[src/sv/wheel_encoder_odometry_unit_defines.svh]
// Assertion macros used by the odometry RTL.
`ifndef WHEEL_ENCODER_ODOMETRY_UNIT_DEFINES_SVH
`define WHEEL_ENCODER_ODOMETRY_UNIT_DEFINES_SVH

`ifndef SYNTHESIS

// Same-cycle implication, disabled in reset
`define WEODO_ASSERT_IMP(label, clk, rst_n, ante, cons, msg) \
    label: assert property (@(posedge clk) disable iff (!rst_n) (ante) |-> (cons)) \
        else $error(msg);

// Next-cycle implication, disabled in reset
`define WEODO_ASSERT_NXT(label, clk, rst_n, ante, cons, msg) \
    label: assert property (@(posedge clk) disable iff (!rst_n) (ante) |=> (cons)) \
        else $error(msg);

`else

`define WEODO_ASSERT_IMP(label, clk, rst_n, ante, cons, msg)

`define WEODO_ASSERT_NXT(label, clk, rst_n, ante, cons, msg)

`endif

`endif

[src/sv/weodo_pkg.sv]
// Package: constants, types and sequencer states for the wheel odometry unit.
package weodo_pkg;

    // Encoder geometry
    localparam int COUNTS_PER_REV = 3200;
    localparam int COUNT_STEP     = 2;
    localparam int POS_W          = 12;

    // Field widths
    localparam int TIME_W   = 32;
    localparam int TURNS_W  = 16;
    localparam int TOTAL_W  = 32;
    localparam int VEL_W    = 29;
    localparam int RADIUS_W = 16;
    localparam int PROD_W   = VEL_W + RADIUS_W;
    localparam int DIV_W    = 32;
    localparam int DIV_CNT_W = $clog2(DIV_W);

    // Velocity numerator: COUNT_STEP * 2pi * 1e6 * 2^16 / COUNTS_PER_REV, rounded
    localparam longint unsigned TWO_PI_E6_Q16 = 64'd411774832291;
    localparam longint unsigned VEL_K_L =
        (TWO_PI_E6_Q16 * COUNT_STEP + COUNTS_PER_REV / 2) / COUNTS_PER_REV;
    localparam logic [DIV_W-1:0] VEL_K = VEL_K_L[DIV_W-1:0];

    // Saturation limits of the 29-bit velocity fields
    localparam logic [VEL_W-1:0] VEL_POS_MAX = 29'h0FFF_FFFF;
    localparam logic [VEL_W-1:0] VEL_NEG_MAX = 29'h1000_0000;

    // Register reset value: 0.074 m in Q0.16
    localparam logic [RADIUS_W-1:0] RADIUS_RESET = 16'd4850;

    // Stream packing
    localparam int S_TDATA_W = 40;
    localparam int M_TDATA_W = 120;
    localparam int M_TUSER_W = 2;

    // Sequencer states
    typedef enum logic [1:0] {
        ST_IDLE,
        ST_DIV,
        ST_MUL,
        ST_DONE
    } state_t;

    // Divider status toward the sequencer
    typedef struct packed {
        logic busy;
        logic done;
    } div_stat_t;

    // Per-request wheel tracking results
    typedef struct packed {
        logic               up;
        logic               zero;
        logic [TIME_W-1:0]  delta;
        logic [POS_W-1:0]   pos;
        logic [TURNS_W-1:0] turns;
        logic [TOTAL_W-1:0] total;
    } track_t;

endpackage

[src/sv/wheel_encoder_odometry_unit.sv]
// Top level: two-wheel quadrature odometry with period-based velocity.
//
// Each request is one channel-A edge of one wheel. Position, turns and total
// count update at acceptance; velocity is found by a shared restoring divider
// that produces one quotient bit per cycle and flags completion through a
// registered done, followed by a radius multiply and a load of the output
// register. The input is ready again once the result is in the output
// register; a zero delta skips the divider. A result that cannot leave
// because the previous one still waits holds the sequencer in its done state.
// The input is not ready while a request is in work, but a finished result
// waits in the output register while the next request is taken. Zero delta
// saturates the velocity and sets zero_interval. The user must write
// wheel_radius only while the unit is idle; the unit does not enforce this.
`include "wheel_encoder_odometry_unit_defines.svh"

module wheel_encoder_odometry_unit
(
    input  logic                                 clk,
    input  logic                                 rst_n,
    // Configuration: wheel_radius
    input  logic                                 cfg_we,
    input  logic [weodo_pkg::RADIUS_W-1:0]       cfg_wdata,
    // Request stream
    input  logic                                 s_axis_tvalid,
    output logic                                 s_axis_tready,
    input  logic [weodo_pkg::S_TDATA_W-1:0]      s_axis_tdata,  // chan_a, chan_b, time_us, pad
    input  logic                                 s_axis_tuser,  // wheel_sel
    // Result stream
    output logic                                 m_axis_tvalid,
    input  logic                                 m_axis_tready,
    // rev_count, turns, total_count, ang_vel, lin_vel, pad
    output logic [weodo_pkg::M_TDATA_W-1:0]      m_axis_tdata,
    output logic [weodo_pkg::M_TUSER_W-1:0]      m_axis_tuser   // wheel_id, zero_interval
);

    weodo_pkg::state_t             state_reg;
    weodo_pkg::state_t             state_next;

    logic [weodo_pkg::RADIUS_W-1:0] radius_reg;

    logic                           job_wheel_reg;
    logic                           job_neg_reg;
    logic                           job_zero_reg;
    logic [weodo_pkg::POS_W-1:0]    job_pos_reg;
    logic [weodo_pkg::TURNS_W-1:0]  job_turns_reg;
    logic [weodo_pkg::TOTAL_W-1:0]  job_total_reg;
    logic [weodo_pkg::VEL_W-1:0]    amag_reg;
    logic [weodo_pkg::PROD_W-1:0]   prod_reg;

    logic                           out_valid_reg;
    logic [weodo_pkg::M_TDATA_W-1:0] out_tdata_reg;
    logic [weodo_pkg::M_TUSER_W-1:0] out_tuser_reg;

    logic                           accept;
    logic                           div_start;
    logic                           amag_load;
    logic                           prod_load;
    logic                           out_load;
    logic                           out_free;

    weodo_pkg::track_t              track;
    weodo_pkg::div_stat_t           div_stat;
    logic [weodo_pkg::DIV_W-1:0]    quotient;
    logic [weodo_pkg::DIV_W-1:0]    dividend;

    logic [weodo_pkg::PROD_W-1:0]   prod_round;
    logic [weodo_pkg::VEL_W-1:0]    lmag;
    logic [weodo_pkg::VEL_W-1:0]    ang_vel;
    logic [weodo_pkg::VEL_W-1:0]    lin_vel;

    logic                           chk_in_div;
    logic                           chk_zero_out;
    logic                           chk_ang_sat;

    assign accept   = s_axis_tvalid && s_axis_tready;
    assign out_free = !out_valid_reg || m_axis_tready;

    // Wheel state
    weodo_track u_track
    (
        .clk       (clk),
        .rst_n     (rst_n),
        .update    (accept),
        .wheel_sel (s_axis_tuser),
        .chan_a    (s_axis_tdata[0]),
        .chan_b    (s_axis_tdata[1]),
        .time_us   (s_axis_tdata[33:2]),
        .track     (track)
    );

    // Rounded quotient: (K + delta/2) / delta
    assign dividend = weodo_pkg::VEL_K + {1'b0, track.delta[weodo_pkg::TIME_W-1:1]};

    weodo_div u_div
    (
        .clk      (clk),
        .rst_n    (rst_n),
        .start    (div_start),
        .dividend (dividend),
        .divisor  (track.delta),
        .quotient (quotient),
        .stat     (div_stat)
    );

    // Sequencer next state
    always_comb
    begin
        state_next = state_reg;
        unique case (state_reg)
            weodo_pkg::ST_IDLE:
            begin
                if (accept)
                begin
                    state_next = track.zero ? weodo_pkg::ST_MUL : weodo_pkg::ST_DIV;
                end
            end
            weodo_pkg::ST_DIV:
            begin
                if (div_stat.done)
                begin
                    state_next = weodo_pkg::ST_MUL;
                end
            end
            weodo_pkg::ST_MUL:
            begin
                state_next = weodo_pkg::ST_DONE;
            end
            weodo_pkg::ST_DONE:
            begin
                if (out_free)
                begin
                    state_next = weodo_pkg::ST_IDLE;
                end
            end
            default:
            begin
                state_next = weodo_pkg::ST_IDLE;
            end
        endcase
    end

    // Sequencer outputs
    always_comb
    begin
        s_axis_tready = 1'b0;
        div_start     = 1'b0;
        amag_load     = 1'b0;
        prod_load     = 1'b0;
        out_load      = 1'b0;
        unique case (state_reg)
            weodo_pkg::ST_IDLE:
            begin
                s_axis_tready = 1'b1;
                div_start     = s_axis_tvalid && !track.zero;
            end
            weodo_pkg::ST_DIV:
            begin
                amag_load = div_stat.done;
            end
            weodo_pkg::ST_MUL:
            begin
                prod_load = 1'b1;
            end
            weodo_pkg::ST_DONE:
            begin
                out_load = out_free;
            end
            default:
            begin
                s_axis_tready = 1'b0;
            end
        endcase
    end

    // Control registers
    always_ff @(posedge clk or negedge rst_n)
    begin
        if (!rst_n)
        begin
            state_reg     <= weodo_pkg::ST_IDLE;
            radius_reg    <= weodo_pkg::RADIUS_RESET;
            out_valid_reg <= 1'b0;
        end
        else
        begin
            state_reg <= state_next;
            if (cfg_we)
            begin
                radius_reg <= cfg_wdata;
            end
            if (out_load)
            begin
                out_valid_reg <= 1'b1;
            end
            else if (m_axis_tready)
            begin
                out_valid_reg <= 1'b0;
            end
        end
    end

    // Request capture, velocity and radius product
    always_ff @(posedge clk)
    begin
        if (accept)
        begin
            job_wheel_reg <= s_axis_tuser;
            job_neg_reg   <= ~track.up;
            job_zero_reg  <= track.zero;
            job_pos_reg   <= track.pos;
            job_turns_reg <= track.turns;
            job_total_reg <= track.total;
            amag_reg      <= track.up ? weodo_pkg::VEL_POS_MAX : weodo_pkg::VEL_NEG_MAX;
        end
        else if (amag_load)
        begin
            // quotient never exceeds K, which is below the positive limit
            amag_reg <= quotient[weodo_pkg::VEL_W-1:0];
        end
        if (prod_load)
        begin
            prod_reg <= weodo_pkg::PROD_W'(amag_reg) * weodo_pkg::PROD_W'(radius_reg);
        end
    end

    // Rounding of the linear velocity and sign application
    always_comb
    begin
        prod_round = prod_reg + weodo_pkg::PROD_W'(32768);
        lmag       = prod_round[weodo_pkg::PROD_W-1:16];
        ang_vel    = job_neg_reg ? (weodo_pkg::VEL_W'(0) - amag_reg) : amag_reg;
        lin_vel    = job_neg_reg ? (weodo_pkg::VEL_W'(0) - lmag) : lmag;
    end

    // Output register
    always_ff @(posedge clk)
    begin
        if (out_load)
        begin
            out_tdata_reg <= {2'b00, lin_vel, ang_vel, job_total_reg, job_turns_reg,
                              job_pos_reg};
            out_tuser_reg <= {job_zero_reg, job_wheel_reg};
        end
    end

    assign m_axis_tvalid = out_valid_reg;
    assign m_axis_tdata  = out_tdata_reg;
    assign m_axis_tuser  = out_tuser_reg;

    // Check terms
    assign chk_in_div   = (state_reg == weodo_pkg::ST_DIV);
    assign chk_zero_out = m_axis_tvalid && m_axis_tuser[1];
    assign chk_ang_sat  = (m_axis_tdata[88:60] == weodo_pkg::VEL_POS_MAX)
                       || (m_axis_tdata[88:60] == weodo_pkg::VEL_NEG_MAX);

    // Checks
    `WEODO_ASSERT_NXT(a_busy_after_accept, clk, rst_n, accept, !s_axis_tready, "ready after accept")
    `WEODO_ASSERT_IMP(a_div_done_in_div, clk, rst_n, div_stat.done, chk_in_div, "done outside divide")
    `WEODO_ASSERT_IMP(a_zero_saturates, clk, rst_n, chk_zero_out, chk_ang_sat, "zero not saturated")

endmodule

[src/sv/weodo_div.sv]
// Restoring divider: one quotient bit per cycle through a shared subtract/compare.
module weodo_div
(
    input  logic                           clk,
    input  logic                           rst_n,
    input  logic                           start,
    input  logic [weodo_pkg::DIV_W-1:0]    dividend,
    input  logic [weodo_pkg::DIV_W-1:0]    divisor,
    output logic [weodo_pkg::DIV_W-1:0]    quotient,
    output weodo_pkg::div_stat_t           stat
);

    logic [weodo_pkg::DIV_W-1:0]     rem_reg;
    logic [weodo_pkg::DIV_W-1:0]     quo_reg;
    logic [weodo_pkg::DIV_W-1:0]     dsr_reg;
    logic [weodo_pkg::DIV_CNT_W-1:0] cnt_reg;
    logic                            busy_reg;
    logic                            done_reg;

    logic [weodo_pkg::DIV_W:0]       shifted;
    logic [weodo_pkg::DIV_W:0]       diff;
    logic                            ge;
    logic [weodo_pkg::DIV_W-1:0]     rem_next;

    // Trial subtract of the shifted partial remainder
    always_comb
    begin
        shifted  = {rem_reg, quo_reg[weodo_pkg::DIV_W-1]};
        diff     = shifted - {1'b0, dsr_reg};
        ge       = ~diff[weodo_pkg::DIV_W];
        rem_next = ge ? diff[weodo_pkg::DIV_W-1:0] : shifted[weodo_pkg::DIV_W-1:0];
    end

    // Iteration control
    always_ff @(posedge clk or negedge rst_n)
    begin
        if (!rst_n)
        begin
            busy_reg <= 1'b0;
            done_reg <= 1'b0;
            cnt_reg  <= '0;
        end
        else
        begin
            done_reg <= busy_reg && (cnt_reg == '0);
            if (start)
            begin
                busy_reg <= 1'b1;
                cnt_reg  <= weodo_pkg::DIV_CNT_W'(weodo_pkg::DIV_W - 1);
            end
            else if (busy_reg)
            begin
                if (cnt_reg == '0)
                begin
                    busy_reg <= 1'b0;
                end
                cnt_reg <= cnt_reg - 1'b1;
            end
        end
    end

    // Remainder and quotient shift registers
    always_ff @(posedge clk)
    begin
        if (start)
        begin
            rem_reg <= '0;
            quo_reg <= dividend;
            dsr_reg <= divisor;
        end
        else if (busy_reg)
        begin
            rem_reg <= rem_next;
            quo_reg <= {quo_reg[weodo_pkg::DIV_W-2:0], ge};
        end
    end

    assign quotient  = quo_reg;
    assign stat.busy = busy_reg;
    assign stat.done = done_reg;

endmodule

[src/sv/weodo_track.sv]
// Per-wheel position, turn, total and timestamp tracking.
module weodo_track
(
    input  logic                            clk,
    input  logic                            rst_n,
    input  logic                            update,
    input  logic                            wheel_sel,
    input  logic                            chan_a,
    input  logic                            chan_b,
    input  logic [weodo_pkg::TIME_W-1:0]    time_us,
    output weodo_pkg::track_t               track
);

    logic [weodo_pkg::POS_W-1:0]   pos_reg   [2];
    logic [weodo_pkg::TURNS_W-1:0] turns_reg [2];
    logic [weodo_pkg::TOTAL_W-1:0] total_reg [2];
    logic [weodo_pkg::TIME_W-1:0]  time_reg  [2];

    logic                          up;
    logic [weodo_pkg::POS_W:0]     pos_up;
    logic [weodo_pkg::POS_W-1:0]   pos_cur;
    logic [weodo_pkg::TURNS_W-1:0] turns_cur;

    // Direction and wrapped position step
    always_comb
    begin
        up        = (chan_a == chan_b) ? ~wheel_sel : wheel_sel;
        pos_cur   = pos_reg[wheel_sel];
        turns_cur = turns_reg[wheel_sel];
        pos_up    = {1'b0, pos_cur} + (weodo_pkg::POS_W + 1)'(weodo_pkg::COUNT_STEP);

        track.up    = up;
        track.delta = time_us - time_reg[wheel_sel];
        track.zero  = (track.delta == '0);
        if (up)
        begin
            track.total = total_reg[wheel_sel]
                        + weodo_pkg::TOTAL_W'(weodo_pkg::COUNT_STEP);
            if (pos_up > (weodo_pkg::POS_W + 1)'(weodo_pkg::COUNTS_PER_REV))
            begin
                track.pos   = weodo_pkg::POS_W'(pos_up
                            - (weodo_pkg::POS_W + 1)'(weodo_pkg::COUNTS_PER_REV));
                track.turns = turns_cur + 1'b1;
            end
            else
            begin
                track.pos   = pos_up[weodo_pkg::POS_W-1:0];
                track.turns = turns_cur;
            end
        end
        else
        begin
            track.total = total_reg[wheel_sel]
                        - weodo_pkg::TOTAL_W'(weodo_pkg::COUNT_STEP);
            if (pos_cur < weodo_pkg::POS_W'(weodo_pkg::COUNT_STEP))
            begin
                track.pos   = pos_cur + weodo_pkg::POS_W'(weodo_pkg::COUNTS_PER_REV
                            - weodo_pkg::COUNT_STEP);
                track.turns = turns_cur - 1'b1;
            end
            else
            begin
                track.pos   = pos_cur - weodo_pkg::POS_W'(weodo_pkg::COUNT_STEP);
                track.turns = turns_cur;
            end
        end
    end

    // State write-back on each accepted request
    always_ff @(posedge clk or negedge rst_n)
    begin
        if (!rst_n)
        begin
            for (int i = 0; i < 2; i++)
            begin
                pos_reg[i]   <= '0;
                turns_reg[i] <= '0;
                total_reg[i] <= '0;
                time_reg[i]  <= '0;
            end
        end
        else if (update)
        begin
            pos_reg[wheel_sel]   <= track.pos;
            turns_reg[wheel_sel] <= track.turns;
            total_reg[wheel_sel] <= track.total;
            time_reg[wheel_sel]  <= time_us;
        end
    end

endmodule
[config.mk]
export PLATFORM = sky130hd
export DESIGN_NAME = wheel_encoder_odometry_unit
export DESIGN_NICKNAME = d
export VERILOG_FILES = /design/src/sv/weodo_pkg.sv /design/src/sv/wheel_encoder_odometry_unit.sv /design/src/sv/weodo_div.sv /design/src/sv/weodo_track.sv
export VERILOG_INCLUDE_DIRS = /design/src /design/src/sv
export SDC_FILE = /design/constraint.sdc
export NUM_CORES = 2
export LEC_CHECK = 0
export BUFFER_PORTS_ARGS = -buffer_cell sky130_fd_sc_hd__buf_4
export CELL_PAD_IN_SITES_DETAIL_PLACEMENT = 1
export CELL_PAD_IN_SITES_GLOBAL_PLACEMENT = 1
export CORE_ASPECT_RATIO = 0.8
export CORE_MARGIN = 2
export CORE_UTILIZATION = 50
export DETAILED_ROUTE_END_ITERATION = 8
export PLACE_DENSITY_LB_ADDON = 0.25
export SYNTH_ARGS = -nofsm -noshare
export SYNTH_HDL_FRONTEND = slang
export SYNTH_HIERARCHICAL = 1
export SYNTH_SLANG_ARGS = --single-unit
[constraint.sdc]
create_clock -name clk -period 8.15 [get_ports clk]
set_input_delay 2.0375 -clock clk [delete_from_list [all_inputs] [get_ports clk]]
set_output_delay 2.0375 -clock clk [all_outputs]
set_load 0.005 [all_outputs]
==> impl_metrics.json <==
{
  "status": "finished, final reports clean",
  "grtUsageTotal_pct": 27.9,
  "dpl.hpwl_um": 92900,
  "fin_tns_setup_ps": 0,
  "dieArea_um2": 90300,
  "finClkSkew_ps": 61.8,
  "grt_first_pass_wirelength_um": 199000,
  "chipWidth_um": 335,
  "drive_gt1_share_pct": 11.3,
  "maxSlewHeadroom_pct": 16.1,
  "cts_hold_buf": 0,
  "max_freq_mhz": 134,
  "gr-total-overflow": 0,
  "min_period_ps": 7460,
  "rsz0062_at_grt": "false",
  "holdPathStages": 0,
  "cp_top_family": "adder cells",
  "drt_pass1_iterations": 7,
  "r2r-start": "amag_reg[10]",
  "crit_path_end_kind": "flip-flop",
  "routabilityCongestion": 0.905,
  "cts_resized": 0,
  "die_y_um": 269,
  "r2r_slack_ps": 690,
  "period_share_pct": 91.6,
  "layout.cells.most_common": "nand2_1",
  "antenna_found_initial": 4,
  "worstPathMaxFanout": 12,
  "avgRoutedWirePerCell_um": 21.6,
  "r2r.worst_path.cells": 20,
  "slowest_stage": "edfxtp_1",
  "grtUsageMet2_pct": 44.0,
  "cts_buffer_depth": 3,
  "synth_area_um2": 43900,
  "coreArea_um2": 87300,
  "cp.required_ps": 8530,
  "initial_core_util_pct": 50.4,
  "rr_endpoint": "prod_reg[43]",
  "grt_max_degree": 116,
  "ios": 186,
  "avgSynthCellArea_um2": 9.80,
  "gr-usage-met1_pct": 39.0,
  "setup_viol": 0,
  "slew_violations": 0,
  "layout_common_cells": "nand2_1 (723), inv_1 (555), fa_1 (378)",
  "cts_buffers": 61,
  "path_class": "flip-flop to flip-flop",
  "cp-start-kind": "flip-flop",
  "syn_inst": 4484,
  "min_from": "u_track/total_reg[0]",
  "crit_buf_inv": 3,
  "yosys_warnings": 6,
  "area_delta_synth_final_pct": 10.7,
  "finalHoldViolations": 0,
  "drc": 0,
  "cts_setup_buffers": 0,
  "fin_nets": 5235,
  "largest_reg_flops": 118,
  "rows": 97,
  "hold-path-endpoint": "u_track/total_reg[0]",
  "htreeDepth": 2,
  "path_depth": 20,
  "tightestPinTransition_ps": 1260,
  "vias": 32700,
  "hold_class": "flip-flop to flip-flop",
  "first_iter_violations": 1987,
  "wl_um": 125000,
  "grt_pass1_vias": 35600,
  "portBuffers": 177,
  "grtUsageMet3_pct": 5.60,
  "cts_tree": "built",
  "critPathMaxStageDelay_ps": 1030,
  "clock_latency_ps": 680,
  "cts_sinks": 548,
  "path_cells": "nand2_1 > fa_1 > fa_1 > fa_1 > inv_1 > fa_1 > fa_1 > inv_1 > fa_1 > inv_1 > ha_1 > nand4_1 > nor3_1 > o21ai_0 > a21boi_0 > o211ai_1 > o22a_1 > o21ai_0 > a31oi_1 > xnor2_1",
  "drv_cap": 0,
  "crit_top_cell": "fa_1",
  "clkTransAtPathRegs_ps": 70,
  "ant_nets": 0,
  "avgViaCountPerCell": 5.67,
  "cts-root-buf": "clkbuf_16",
  "cp_data_arrival_time_ps": 7850,
  "grt.busiest_layer": "met2"
}
[metrics by stage]
stage	cell area, um2	hold slack, ps	utilization, %	worst slack (ps)	std cells
6_report	48700	383	55.8	685	5766
5_1_grt	48600	397	55.7	264	5763
4_1_cts	48600	388	55.7	669	5762
3_5_place_dp	46400	365	53.2	417	5646
3_3_place_gp	46400	362	53.2	711	5646
2_1_floorplan	44000	400	-	1.16	4485
[layout make-up]
class                   instances  area, um2
diodes                          4       10.0
inverters                     557       2090
well taps                    1138       1420
repair buffers                252       1930
flip-flops and latches        548      15100
multi-input cells            3151      25900
fillers                      9596      38600
clock inverters                44        626
clock buffers                  72       1590
[per-layer routing]
layer | share of wire, % | vias to the layer above
met4 | 3.0 | 8
met1 | 45 | 16700
met2 | 45 | 859
met5 | 0.24 | -
li1 | - | 15000
met3 | 6.3 | 203
[how the worst max path moves through the flow]
stage	start	end	slack [ps]
3_3_place_gp	s_axis_tuser	u_div/quotient[6]	710
5_1_grt	amag_reg[10]	prod_reg[43]	260
6_report	amag_reg[10]	prod_reg[43]	690
2_1_floorplan	s_axis_tuser	u_div/quotient[0]	1
3_5_place_dp	s_axis_tuser	u_div/quotient[29]	420
4_1_cts	amag_reg[5]	prod_reg[37]	670
[worst register-to-register path, stage by stage, from the launching register on]
cell	delay, ps
edfxtp_1	1030
nand2_1	190
fa_1	620
fa_1	450
fa_1	530
inv_1	50
fa_1	470
fa_1	550
inv_1	60
fa_1	520
inv_1	50
ha_1	330
nand4_1	170
nor3_1	270
o21ai_0	240
a21boi_0	320
o211ai_1	220
o22a_1	260
o21ai_0	480
a31oi_1	190
xnor2_1	160
Power is left out: the tool's default activity adds up to more than one toggle a clock period on the data nets, which glitch-free logic cannot reach.
